### src/design/srsm_pkg.sv
`timescale 1ns / 1ps
`default_nettype none

package srsm_pkg;

    // Token store size and derived widths
    localparam int MAX_TOKENS = 64;
    localparam int CNT_W      = $clog2(MAX_TOKENS + 1);

    typedef logic [CNT_W-1:0] count_t;

    // Request codes carried on req_type
    typedef enum logic [1:0] {
        REQ_CLEAR   = 2'd0,
        REQ_PATTERN = 2'd1,
        REQ_TEXT    = 2'd2,
        REQ_END     = 2'd3
    } req_t;

    // Token kinds
    typedef enum logic [1:0] {
        KIND_LIT    = 2'd0,
        KIND_DOT    = 2'd1,
        KIND_DOLLAR = 2'd2,
        KIND_ESC    = 2'd3
    } kind_t;

    // Pattern metacharacters
    localparam logic [7:0] CH_BACKSLASH = 8'h5C;
    localparam logic [7:0] CH_STAR      = 8'h2A;
    localparam logic [7:0] CH_DOLLAR    = 8'h24;
    localparam logic [7:0] CH_DOT       = 8'h2E;
    localparam logic [7:0] CH_CARET     = 8'h5E;

    // Broadcast control from the top level to every cell
    typedef struct packed {
        logic       text_step;
        logic       text_clear;
        logic       started;
        logic [7:0] data;
    } cell_ctl_t;

    // Signals handed from one cell to the next
    typedef struct packed {
        logic close_e;  // star closure before the byte
        logic step;     // unstarred token consumed the byte
        logic close_f;  // star closure after the byte
    } link_t;

    // Token store write strobes from the compiler
    typedef struct packed {
        logic  push;
        logic  star;
        kind_t kind;
    } wr_t;

    // Compiled pattern status
    typedef struct packed {
        count_t total;
        logic   anchored;
        logic   esc_pending;
        logic   overflow;
        logic   end_anchor;
    } pat_t;

endpackage

`default_nettype wire

### src/design/srsm_compiler.sv
`timescale 1ns / 1ps
`default_nettype none

module srsm_compiler
    import srsm_pkg::*;
(
    input  wire logic       clk,
    input  wire logic       rst_n,
    input  wire logic       pat_clear,
    input  wire logic       pat_go,
    input  wire logic [7:0] data,
    output pat_t            pat,
    output wr_t             wr
);

    count_t total_reg, total_next;
    logic   anchored_reg, anchored_next;
    logic   begun_reg, begun_next;
    logic   esc_reg, esc_next;
    logic   ovf_reg, ovf_next;
    kind_t  last_kind_reg, last_kind_next;
    logic   last_star_reg, last_star_next;
    logic   want_push;
    kind_t  push_kind;

    // Pattern byte decode
    always_comb
    begin
        total_next     = total_reg;
        anchored_next  = anchored_reg;
        begun_next     = begun_reg;
        esc_next       = esc_reg;
        ovf_next       = ovf_reg;
        last_kind_next = last_kind_reg;
        last_star_next = last_star_reg;
        want_push      = 1'b0;
        push_kind      = KIND_LIT;
        wr             = '{push: 1'b0, star: 1'b0, kind: KIND_LIT};

        if (pat_clear)
        begin
            total_next     = '0;
            anchored_next  = 1'b0;
            begun_next     = 1'b0;
            esc_next       = 1'b0;
            ovf_next       = 1'b0;
            last_kind_next = KIND_LIT;
            last_star_next = 1'b0;
        end
        else if (pat_go && !ovf_reg)
        begin
            begun_next = 1'b1;
            if (!begun_reg && data == CH_CARET)
            begin
                anchored_next = 1'b1;
            end
            else if (esc_reg)
            begin
                esc_next  = 1'b0;
                want_push = 1'b1;
                push_kind = KIND_ESC;
            end
            else if (data == CH_BACKSLASH)
            begin
                esc_next = 1'b1;
            end
            else if (data == CH_STAR && total_reg != '0 && !last_star_reg &&
                     last_kind_reg != KIND_ESC)
            begin
                wr.star        = 1'b1;
                last_star_next = 1'b1;
            end
            else
            begin
                want_push = 1'b1;
                case (data)
                    CH_DOT:    push_kind = KIND_DOT;
                    CH_DOLLAR: push_kind = KIND_DOLLAR;
                    default:   push_kind = KIND_LIT;
                endcase
            end
        end

        // New token, or overflow when the store is full
        if (want_push)
        begin
            if (total_reg == count_t'(MAX_TOKENS))
            begin
                ovf_next = 1'b1;
            end
            else
            begin
                wr.push        = 1'b1;
                wr.kind        = push_kind;
                total_next     = total_reg + count_t'(1);
                last_kind_next = push_kind;
                last_star_next = 1'b0;
            end
        end
    end

    always_ff @(posedge clk or negedge rst_n)
    begin
        if (!rst_n)
        begin
            total_reg     <= '0;
            anchored_reg  <= 1'b0;
            begun_reg     <= 1'b0;
            esc_reg       <= 1'b0;
            ovf_reg       <= 1'b0;
            last_kind_reg <= KIND_LIT;
            last_star_reg <= 1'b0;
        end
        else
        begin
            total_reg     <= total_next;
            anchored_reg  <= anchored_next;
            begun_reg     <= begun_next;
            esc_reg       <= esc_next;
            ovf_reg       <= ovf_next;
            last_kind_reg <= last_kind_next;
            last_star_reg <= last_star_next;
        end
    end

    // A final unstarred dollar anchors the end
    assign pat.total       = total_reg;
    assign pat.anchored    = anchored_reg;
    assign pat.esc_pending = esc_reg;
    assign pat.overflow    = ovf_reg;
    assign pat.end_anchor  = (total_reg != '0) && (last_kind_reg == KIND_DOLLAR) &&
                             !last_star_reg;

endmodule

`default_nettype wire

### src/design/srsm_cell.sv
`timescale 1ns / 1ps
`default_nettype none

module srsm_cell
    import srsm_pkg::*;
(
    input  wire logic      clk,
    input  wire logic      rst_n,
    input  wire cell_ctl_t ctl,
    input  wire logic      wr_en,
    input  wire logic      star_en,
    input  wire kind_t     wr_kind,
    input  wire logic      live,
    input  wire logic      at_len,
    input  wire link_t     link_in,
    output link_t          link_out,
    output logic           pre_hit,
    output logic           post_hit
);

    logic [7:0] tok_byte_reg;
    kind_t      tok_kind_reg;
    logic       tok_star_reg;
    logic       act_reg, act_next;
    logic       e_act;
    logic       tok_hit;
    logic       h_act;
    logic       f_act;

    // Position active after entry and star closure
    assign e_act = (ctl.started & act_reg) | link_in.close_e;

    // Token consumes the byte
    assign tok_hit = (tok_kind_reg == KIND_DOT) || (tok_byte_reg == ctl.data);
    assign h_act   = e_act & live & tok_hit;

    // Position active after the byte and closure
    assign f_act = (h_act & tok_star_reg) | link_in.step | link_in.close_f;

    assign link_out.close_e = e_act & tok_star_reg & live;
    assign link_out.step    = h_act & ~tok_star_reg;
    assign link_out.close_f = f_act & tok_star_reg & live;

    assign pre_hit  = e_act & at_len;
    assign post_hit = f_act & at_len;

    always_comb
    begin
        act_next = act_reg;
        if (ctl.text_clear)
        begin
            act_next = 1'b0;
        end
        else if (ctl.text_step)
        begin
            act_next = f_act;
        end
    end

    always_ff @(posedge clk or negedge rst_n)
    begin
        if (!rst_n)
        begin
            act_reg <= 1'b0;
        end
        else
        begin
            act_reg <= act_next;
        end
    end

    // Token storage, written by the compiler
    always_ff @(posedge clk)
    begin
        if (wr_en)
        begin
            tok_byte_reg <= ctl.data;
            tok_kind_reg <= wr_kind;
            tok_star_reg <= 1'b0;
        end
        else if (star_en)
        begin
            tok_star_reg <= 1'b1;
        end
    end

endmodule

`default_nettype wire

### src/design/simple_regex_stream_matcher.sv
`timescale 1ns / 1ps
`default_nettype none

// Result: rsp_valid rises in the cycle after the end-of-text transfer.
// Throughput: one item per cycle, except that an end item waits on a stalled result;
// a text byte ripples through the row of token cells and updates every active bit.
// Reset: rst_n clears pattern, text and result-valid state asynchronously; token
// contents stay undefined until written and only entries below the count are used.

module simple_regex_stream_matcher
    import srsm_pkg::*;
(
    input  wire logic       clk,
    input  wire logic       rst_n,
    input  wire logic       req_valid,
    output logic            req_stall,
    input  wire logic [1:0] req_type,
    input  wire logic [7:0] data_byte,
    output logic            rsp_valid,
    input  wire logic       rsp_stall,
    output logic            match_found,
    output logic            pattern_too_long
);

    logic      req_accept;
    logic      go_clear, go_pattern, go_text, go_end;
    pat_t      pat;
    wr_t       wr;
    count_t    len;
    cell_ctl_t ctl;
    link_t     link [0:MAX_TOKENS];
    logic [MAX_TOKENS:0] pre_vec;
    logic [MAX_TOKENS:0] post_vec;
    logic      pre_any, post_any;
    logic      end_pre, end_post;
    logic      hit;

    logic      started_reg, started_next;
    logic      sticky_reg, sticky_next;
    logic      act_end_reg, act_end_next;
    logic      rsp_valid_reg, rsp_valid_next;
    logic      match_reg;
    logic      too_long_reg;

    // Input handshake: only an end item waits on a stalled result
    assign req_stall  = rsp_valid_reg && rsp_stall && (req_type == REQ_END);
    assign req_accept = req_valid && !req_stall;
    assign go_clear   = req_accept && (req_type == REQ_CLEAR);
    assign go_pattern = req_accept && (req_type == REQ_PATTERN);
    assign go_text    = req_accept && (req_type == REQ_TEXT);
    assign go_end     = req_accept && (req_type == REQ_END);

    srsm_compiler u_compiler (
        .clk       (clk),
        .rst_n     (rst_n),
        .pat_clear (go_clear),
        .pat_go    (go_pattern),
        .data      (data_byte),
        .pat       (pat),
        .wr        (wr)
    );

    // Consuming tokens exclude the end anchor
    assign len = pat.total - count_t'(pat.end_anchor);

    assign ctl.text_step  = go_text;
    assign ctl.text_clear = go_clear || go_pattern || go_end;
    assign ctl.started    = started_reg;
    assign ctl.data       = data_byte;

    // Seed of position zero: start of text, or any position when unanchored
    assign link[0].close_e = ~started_reg | ~pat.anchored;
    assign link[0].step    = 1'b0;
    assign link[0].close_f = 1'b0;

    // Row of token cells
    for (genvar g = 0; g < MAX_TOKENS; g++)
    begin : g_cell
        srsm_cell u_cell (
            .clk      (clk),
            .rst_n    (rst_n),
            .ctl      (ctl),
            .wr_en    (wr.push && (pat.total == count_t'(g))),
            .star_en  (wr.star && (pat.total == count_t'(g + 1))),
            .wr_kind  (wr.kind),
            .live     (count_t'(g) < len),
            .at_len   (len == count_t'(g)),
            .link_in  (link[g]),
            .link_out (link[g + 1]),
            .pre_hit  (pre_vec[g]),
            .post_hit (post_vec[g])
        );
    end

    // Position past the last token
    assign end_pre  = (started_reg & act_end_reg) | link[MAX_TOKENS].close_e;
    assign end_post = link[MAX_TOKENS].step | link[MAX_TOKENS].close_f;
    assign pre_vec[MAX_TOKENS]  = end_pre & (len == count_t'(MAX_TOKENS));
    assign post_vec[MAX_TOKENS] = end_post & (len == count_t'(MAX_TOKENS));

    assign pre_any  = |pre_vec;
    assign post_any = |post_vec;

    // End-of-text verdict
    always_comb
    begin
        if (pat.overflow || pat.esc_pending)
        begin
            hit = 1'b0;
        end
        else if (pat.end_anchor)
        begin
            hit = pre_any;
        end
        else
        begin
            hit = sticky_reg || pre_any;
        end
    end

    // Text state and result valid
    always_comb
    begin
        started_next   = started_reg;
        sticky_next    = sticky_reg;
        act_end_next   = act_end_reg;
        rsp_valid_next = rsp_valid_reg;

        if (rsp_valid_reg && !rsp_stall)
        begin
            rsp_valid_next = 1'b0;
        end

        if (ctl.text_clear)
        begin
            started_next = 1'b0;
            sticky_next  = 1'b0;
            act_end_next = 1'b0;
        end
        else if (go_text)
        begin
            started_next = 1'b1;
            act_end_next = end_post;
            if (!pat.end_anchor && (pre_any || post_any))
            begin
                sticky_next = 1'b1;
            end
        end

        if (go_end)
        begin
            rsp_valid_next = 1'b1;
        end
    end

    always_ff @(posedge clk or negedge rst_n)
    begin
        if (!rst_n)
        begin
            started_reg   <= 1'b0;
            sticky_reg    <= 1'b0;
            act_end_reg   <= 1'b0;
            rsp_valid_reg <= 1'b0;
        end
        else
        begin
            started_reg   <= started_next;
            sticky_reg    <= sticky_next;
            act_end_reg   <= act_end_next;
            rsp_valid_reg <= rsp_valid_next;
        end
    end

    // Result payload
    always_ff @(posedge clk)
    begin
        if (go_end)
        begin
            match_reg    <= hit;
            too_long_reg <= pat.overflow;
        end
    end

    assign rsp_valid        = rsp_valid_reg;
    assign match_found      = match_reg;
    assign pattern_too_long = too_long_reg;

    // Overflowed pattern never reports a match
    a_ovf_no_match: assert property (@(posedge clk) disable iff (!rst_n)
        rsp_valid && pattern_too_long |-> !match_found)
        else $error("match reported for overflowed pattern");

    // End-of-text transfer yields a result next cycle
    a_end_result: assert property (@(posedge clk) disable iff (!rst_n)
        go_end |=> rsp_valid_reg)
        else $error("no result after end of text");

    // Text state is cleared after end of text
    a_end_clears: assert property (@(posedge clk) disable iff (!rst_n)
        go_end |=> (!started_reg && !sticky_reg && !act_end_reg))
        else $error("text state not cleared");

    // Token count never exceeds the store
    a_total_range: assert property (@(posedge clk) disable iff (!rst_n)
        pat.total <= count_t'(MAX_TOKENS))
        else $error("token count beyond store");

    // End anchor needs at least one token
    a_anchor_total: assert property (@(posedge clk) disable iff (!rst_n)
        pat.end_anchor |-> (pat.total != '0))
        else $error("end anchor with empty store");

endmodule

`default_nettype wire

### config.mk
export PLATFORM = sky130hd
export DESIGN_NAME = simple_regex_stream_matcher
export DESIGN_NICKNAME = d
export VERILOG_FILES = /design/src/design/srsm_pkg.sv /design/src/design/srsm_compiler.sv /design/src/design/srsm_cell.sv /design/src/design/simple_regex_stream_matcher.sv
export SDC_FILE = /design/constraint.sdc
export NUM_CORES = 1
export LEC_CHECK = 0
export BUFFER_PORTS_ARGS = -buffer_cell sky130_fd_sc_hd__buf_2
export CAP_MARGIN = 30
export CORE_ASPECT_RATIO = 1.2
export CORE_MARGIN = 2
export CORE_UTILIZATION = 55
export DETAILED_ROUTE_END_ITERATION = 10
export PLACE_DENSITY = 0.71
export REMOVE_ABC_BUFFERS = 1
export SLEW_MARGIN = 25
export SYNTH_ARGS = -nofsm -noshare
export SYNTH_HDL_FRONTEND = slang
export SYNTH_SLANG_ARGS = --single-unit
### constraint.sdc
create_clock -name clk -period 8.6 [get_ports clk]
set_input_delay 2.58 -clock clk [delete_from_list [all_inputs] [get_ports clk]]
set_output_delay 2.58 -clock clk [all_outputs]
set_load 0.05 [all_outputs]
* Word-level counts from Yosys, hierarchy flattened
Index checks and enable logic that the tools add are counted.
** Operators by class
- Add/subtract/negate cells :: 2
- Multipliers :: 0
- Div/mod/pow operators :: 0
- $lt $le $gt $ge :: 64
- Equality and inequality tests :: 267
- Shift operators :: 0
- Multiplexer cells :: 188
- Bitwise logic cells :: 966
- Reductions and logical operators :: 233
** Operator list (count)
- $and 1x1->1 :: 707
- $eq 8x8->1 :: 64
- $eq 7x6->1 const B :: 64
- $eq 7x5->1 const B :: 32
- $lt 6x7->1 const A :: 32
- $or 1x1->1 :: 193
- $mux 1 :: 173
- $logic_and 1x1->1 :: 144
- $eq 2x1->1 const B :: 65
- $reduce_or 65->1 :: 2
- $eq 7x4->1 const B :: 16
- $lt 5x7->1 const A :: 16
- $logic_or 1x1->1 :: 69
- $not 1->1 :: 66
- $eq 7x3->1 const B :: 8
- $lt 4x7->1 const A :: 8
- $eq 7x2->1 const B :: 4
- $lt 3x7->1 const A :: 4
- $eq 8x6->1 const B :: 3
- $mux 2 :: 11
- $mux 7 :: 3
- $eq 8x7->1 const B :: 2
- $eq 7x1->1 const B :: 2
- $eq 7x7->1 const B :: 2
- 13 further kinds :: 30
** Word-level totals
- Register bits :: 788
- Latch bits :: 0
- RAM bits :: 0
- Bits in read-only memories :: 0
- Word-level logic and storage cells :: 1989
- Memories :: 0

* Depth between registers and ports, before layout
- Depth after elaboration :: 208
- Depth in mapped cells :: 34
- Mapped depth without buffers :: 29

* Modules after synthesis
A second synthesis with hierarchy kept.
** Second synthesis, totals
- Cells, all modules :: 3344
- Area, all modules :: 37921.4 µm²
** By module, submodules not included
- srsm_cell :: instances 64, cells an instance 43, area each 538.0 µm², sequential area each 345.3 µm²
- simple_regex_stream_matcher :: instances 1, cells an instance 498, area each 2612.5 µm², sequential area each 160.2 µm²
- srsm_compiler :: instances 1, cells an instance 94, area each 875.8 µm², sequential area each 350.3 µm²

* Least setup slack after synthesis
Ideal clock, no wire load.
- Path type :: input to register
- From :: input port data_byte[6]
- To :: register g_cell[0].u_cell.tok_kind_reg[0] (data pin)
- Data arrival time :: 7.569 ns
- Required time :: 8.094 ns
- Path slack :: 0.525 ns
- Stages :: 14
- Buffers on the path :: 8
- Cells stage by stage :: buf_2 > buf_1 > buf_2 > buf_2 > buf_2 > buf_1 > buf_1 > nand2b_1 > nor4_1 > nand3_1 > a21oi_1 > or3_1 > clkbuf_1 > nor2_1
** On the way
- Longest elaborated chain between the ends :: 12
- Elaborated cells between the ends (all ways) :: 24
- Those cells by class :: eq/ne: 5; mux: 15; reduce/logical: 4
** Ends and longest elaborated chain
- start, declared :: line simple_regex_stream_matcher.sv:18 : input wire logic [7:0] data_byte,
- $eq 8x6->1 :: line srsm_compiler.sv:67 : else if (data == CH_STAR && total_reg != '0 && !last_star_reg &&
- $logic_and 1x1->1 (3 in series) :: line srsm_compiler.sv:67
- $mux 2 :: line srsm_compiler.sv:67
- $mux 2 :: line srsm_compiler.sv:63 : else if (data == CH_BACKSLASH)
- $mux 2 :: line srsm_compiler.sv:57 : else if (esc_reg)
- $mux 2 :: line srsm_compiler.sv:53 : if (!begun_reg && data == CH_CARET)
- $mux 2 :: line srsm_compiler.sv:50 : else if (pat_go && !ovf_reg)
- $mux 2 :: line srsm_compiler.sv:40 : if (pat_clear)
- $mux 2 :: line srsm_compiler.sv:87 : if (total_reg == count_t'(MAX_TOKENS))
- $mux 2 (*) :: line srsm_compiler.sv:85 : if (want_push)
- via g_cell[0].u_cell.wr_kind[0] :: line srsm_cell.sv:12 : input wire kind_t wr_kind,
- end signal, assigned :: line srsm_cell.sv:78 : tok_kind_reg <= wr_kind;
- end, declared :: line srsm_cell.sv:22 : kind_t tok_kind_reg;
The timed path passes the listed nets; every way through them passes the cells marked *.
A chain may end at the register's enable or synchronous reset.

* Final worst setup path
- From :: register u_compiler.total_reg[1]
- To :: register sticky_reg
** On the way
- Longest elaborated chain between the ends :: 207
- Elaborated cells between the ends (all ways) :: 972
- Those cells by class :: add/sub: 1; order compare: 64; eq/ne: 64; bitwise: 832; reduce/logical: 11
** Ends and longest elaborated chain
- start, declared :: line srsm_compiler.sv:16 : count_t total_reg, total_next;
- start signal, assigned :: line srsm_compiler.sv:116 : total_reg <= total_next;
- $reduce_bool 7->1 :: line srsm_compiler.sv:131 : assign pat.end_anchor = (total_reg != '0) && (last_kind_reg == KIND_DOLLAR) &&
- $logic_and 1x1->1 (2 in series) :: line srsm_compiler.sv:131
- $sub 7x1->7 :: line simple_regex_stream_matcher.sv:64 : assign len = pat.total - count_t'(pat.end_anchor);
- $lt 1x7->1 :: line simple_regex_stream_matcher.sv:86 : .live (count_t'(g) < len),
- $and 1x1->1 :: line srsm_cell.sv:40 : assign link_out.close_e = e_act & tok_star_reg & live;
- $or 1x1->1 :: line srsm_cell.sv:31 : assign e_act = (ctl.started & act_reg) | link_in.close_e;
- $and 1x1->1, on equally long branches (2 in series) :: line srsm_cell.sv:40, srsm_cell.sv:35
- $or 1x1->1 / $and 1x1->1 (equally long branches) :: line srsm_cell.sv:31, srsm_cell.sv:38
- [... 188 more ...]
- $and 1x1->1 (2 in series) :: line srsm_cell.sv:42 : assign link_out.close_f = f_act & tok_star_reg & live;
- $or 1x1->1 :: line simple_regex_stream_matcher.sv:97 : assign end_post = link[MAX_TOKENS].step | link[MAX_TOKENS].close_f;
- $and 1x1->1 :: line simple_regex_stream_matcher.sv:99 : assign post_vec[MAX_TOKENS] = end_post & (len == count_t'(MAX_TOKENS));
- $reduce_or 65->1 :: line simple_regex_stream_matcher.sv:102 : assign post_any = |post_vec;
- $logic_or 1x1->1 :: line simple_regex_stream_matcher.sv:144 : if (!pat.end_anchor && (pre_any || post_any))
- $logic_and 1x1->1 (*) :: line simple_regex_stream_matcher.sv:144
- $reduce_bool 2->1 (no line) (*)
- $reduce_and 2->1 (no line) (*)
- end signal, assigned :: line simple_regex_stream_matcher.sv:168 : sticky_reg <= sticky_next;
- end, declared :: line simple_regex_stream_matcher.sv:39 : logic sticky_reg, sticky_next;
Every way passes the cells marked *; elsewhere a longest branch is shown, timed or not.

==> results.json <==
{
  "outcome": "complete, no violations",
  "dr_wl_met2_um": 69300,
  "syn_inst": 3586,
  "io_buffers": 17,
  "cp_slowest_cell": "nor3_2",
  "maxCapViolCount": 0,
  "grt_first_pass_wirelength_um": 220000,
  "crit_path_max_incr_delay_ps": 750,
  "setup_ws_ps": 121,
  "irDropWorstVdd_uv": 227,
  "ant_nets": 0,
  "synth_warnings": 0,
  "dieHeight_um": 300,
  "die_w_um": 251,
  "track_usage_pct": 40.7,
  "vias": 32345,
  "route.detailed.drc": 0,
  "htreeDepth": 3,
  "place_hpwl_um": 114000,
  "dpl_cell_area_um2": 44200,
  "r2r-start": "u_compiler.total_reg[1]",
  "cts_sinks": 788,
  "finalHoldViolCount": 0,
  "cp-start-kind": "register",
  "synthSimpleGateAreaFrac_pct": 13.7,
  "crit_fanout": 12,
  "via_per_inst": 6.52,
  "drive_above_1_share_pct": 17.2,
  "fin_crit_ps": 8480,
  "clkLatencyLatePin_ps": 680,
  "timing.final.crit_share_pct": 98.6,
  "core_region_area_um2": 72400,
  "p_leak_uw": 0.0164,
  "cts-root-buf": "clkbuf_16",
  "area_growth_pct": 17.0,
  "worstPathArrival_ps": 9080,
  "synth_cell_types": 130,
  "wl_met3_um": 13300,
  "setup_viol": 0,
  "synth_compound_area_share_pct": 15.8,
  "ys.flop_type": "edfxtp_1",
  "synth_edf_count": 642,
  "top_layer": "met5",
  "cp.required_ps": 9200,
  "path_clk_slew_ps": 70,
  "wire_per_inst_um": 31.1,
  "overflow": 0,
  "placement_rows": 108,
  "fmax_ghz": 0.118,
  "synthAdderAreaFrac_pct": 0.186,
  "grt_max_degree": 67,
  "avgSynthCellArea_um2": 11.2,
  "syn_area_um2": 40300,
  "skew_ps": 43.2,
  "dr.first_iter.drc_count": 3871,
  "ios": 18,
  "path_class": "register to register",
  "cts_tree": "done",
  "synth_xor_area_share_pct": 11.3,
  "startpoint": "u_compiler.total_reg[1]",
  "synthArstFlopShare_pct": 10.4,
  "seq_area_frac_synth_pct": 56.1,
  "relSlewSlack_pct": 28.9,
  "largest_register_ffs": 512,
  "synth_top_family_by_area": "compound AO/OA/AOI/OAI gates",
  "hp-class": "register to register",
  "min_from": "g_cell[53].u_cell.act_reg",
  "dr.pass1.iters": 6,
  "worst_slew_pin_slew_ps": 1040,
  "synthMuxAreaShare_pct": 0.0528,
  "fin_nets": 3978,
  "totalWireLength_um": 154000,
  "fin_cells": 4960,
  "fin_util_pct": 65.1,
  "power.density_nw_per_um2": 178,
  "numCtsBuffers": 79,
  "ys_seq_elements": 788,
  "place_ws_ps": -187,
  "drt-met1-wl_um": 58400,
  "grt_pass1_vias": 31420,
  "design_area_um2": 47100,
  "floorplan.initialDensity_pct": 55.6,
  "drv_slew": 0,
  "dieArea_um2": 75400,
  "cts.path.max_buffers": 3,
  "holdWs_ps": 481,
  "antenna_found_initial": 5,
  "crit_path_end_kind": "register",
  "place_congestion": 1.11,
  "placed_cells": 4787
}
-- synth_stat cells, drive strengths merged, types with 42 or more instances --
cell    count  area share [%]
xor2      202             4.4
and2       43            0.67
edfxtp    642              48
nand4      96             1.5
a22o       42            0.91
nor4       67             1.2
dfxtp      64             3.2
dfrtp      82             5.1
nor2      293             2.7
nor3       60            0.80
clkbuf     74            0.69
o21ai     162             2.1
nand2     291             2.7
o22ai      58            0.92
inv        93            0.87
xnor2     319             7.0
a21oi     232             2.9
a21o       43            0.80
buf        89             1.2
nand3      81             1.0
nor2b      45            0.72
-- layout make-up --
type	instances	area [um^2]
multi-input cells	2541	16700
diodes	2	5.00
flip-flops and latches	788	22600
clock buffers	102	2140
well taps	935	1170
repair buffers	454	3690
clock inverters	44	430
inverters	94	353
fillers	5578	25300
-- per-stage QoR --
stage          power, uW  TNS, ps
6_report            8400        0
5_1_grt             8590   -0.934
2_1_floorplan       4540        0
3_5_place_dp        5000     -602
3_3_place_gp        5000     -551
4_1_cts             8390        0
-- repair_timing --
| item | in CTS | in global routing |
|---|---|---|
| hold buffers | 0 | 0 |
| setup buffers | 0 | 4 |
| gates resized for setup | 0 | 14 |
| setup endpoints to repair | 0 | 13 |
-- placed cells by master, fill, tap and decap left out, types with 12 or more instances in the layout --
cell type | netlist | final
o21ai_1 | 20 | 18
a21o_1 | 43 | 43
buf_4 | 5 | 407
nand3_1 | 79 | 79
o211ai_1 | 28 | 28
buf_12 | 0 | 18
inv_1 | 92 | 92
nor4_1 | 63 | 62
clkinv_1 | 1 | 14
nor2b_1 | 44 | 44
clkbuf_16 | 0 | 79
nor3_1 | 56 | 55
o31ai_1 | 19 | 19
o22ai_1 | 57 | 57
a22oi_1 | 13 | 13
nor2_1 | 292 | 276
dfxtp_1 | 64 | 64
xnor2_1 | 318 | 318
o21a_1 | 26 | 26
and2_1 | 42 | 42
dfrtp_1 | 82 | 81
a31oi_1 | 38 | 38
and3_1 | 30 | 30
nand2b_1 | 30 | 30
a21oi_1 | 227 | 227
nand4_1 | 95 | 95
or3_1 | 12 | 12
nor2_2 | 1 | 14
o21ai_0 | 136 | 136
a22o_1 | 42 | 41
o2111ai_1 | 15 | 15
a211oi_1 | 29 | 27
xor2_1 | 202 | 202
nand2_1 | 291 | 290
clkbuf_1 | 73 | 15
edfxtp_1 | 642 | 642
or2_2 | 15 | 15
-- worst max-delay path: cells and delay by family (launching register included) --
family	cells	cell delay (ps)
and+or+nand+nor	10	3230
AOI/OAI and AO/OA	13	3120
adders and majority gates	3	840
DFF	1	350
buffers and inverters	6	860
-- power breakdown --
group,internal (uW),total (uW),switching (uW)
combinational,251,828,577
sequential,4130,4140,9.37
clock,1890,3440,1550
-- cells by family (layout without fill, tap and decap cells) --
family / Yosys count / count (layout)
buffers and inverters: 257 / 694
other: 0 / 2
adders and majority gates: 6 / 6
xor gates and xnor gates: 521 / 521
DFF: 788 / 788
muxes: 2 / 2
AOI/OAI and AO/OA: 906 / 906
and+or+nand+nor: 1106 / 1106
-- worst paths after layout --
check,slack (ps),depth (start not counted),endpoint
setup / recovery,120,32,sticky_reg
hold / removal,480,2,g_cell[53].u_cell.act_reg
setup reg to reg,120,32,sticky_reg
hold reg to reg,480,2,g_cell[53].u_cell.act_reg
max in group asynchronous,5390,2,g_cell[20].u_cell.act_reg
min in group asynchronous,1930,1,u_compiler.total_reg[1]
-- per-layer routing --
| layer | vias up | GRT usage [%] |
|---|---|---|
| met5 | - | 0 |
| met4 | 8 | 28.5 |
| met3 | 508 | 8.48 |
| met2 | 1773 | 63.4 |
| met1 | 15907 | 51.1 |
| li1 | 14149 | - |
Power figures use the tool's default switching activity.
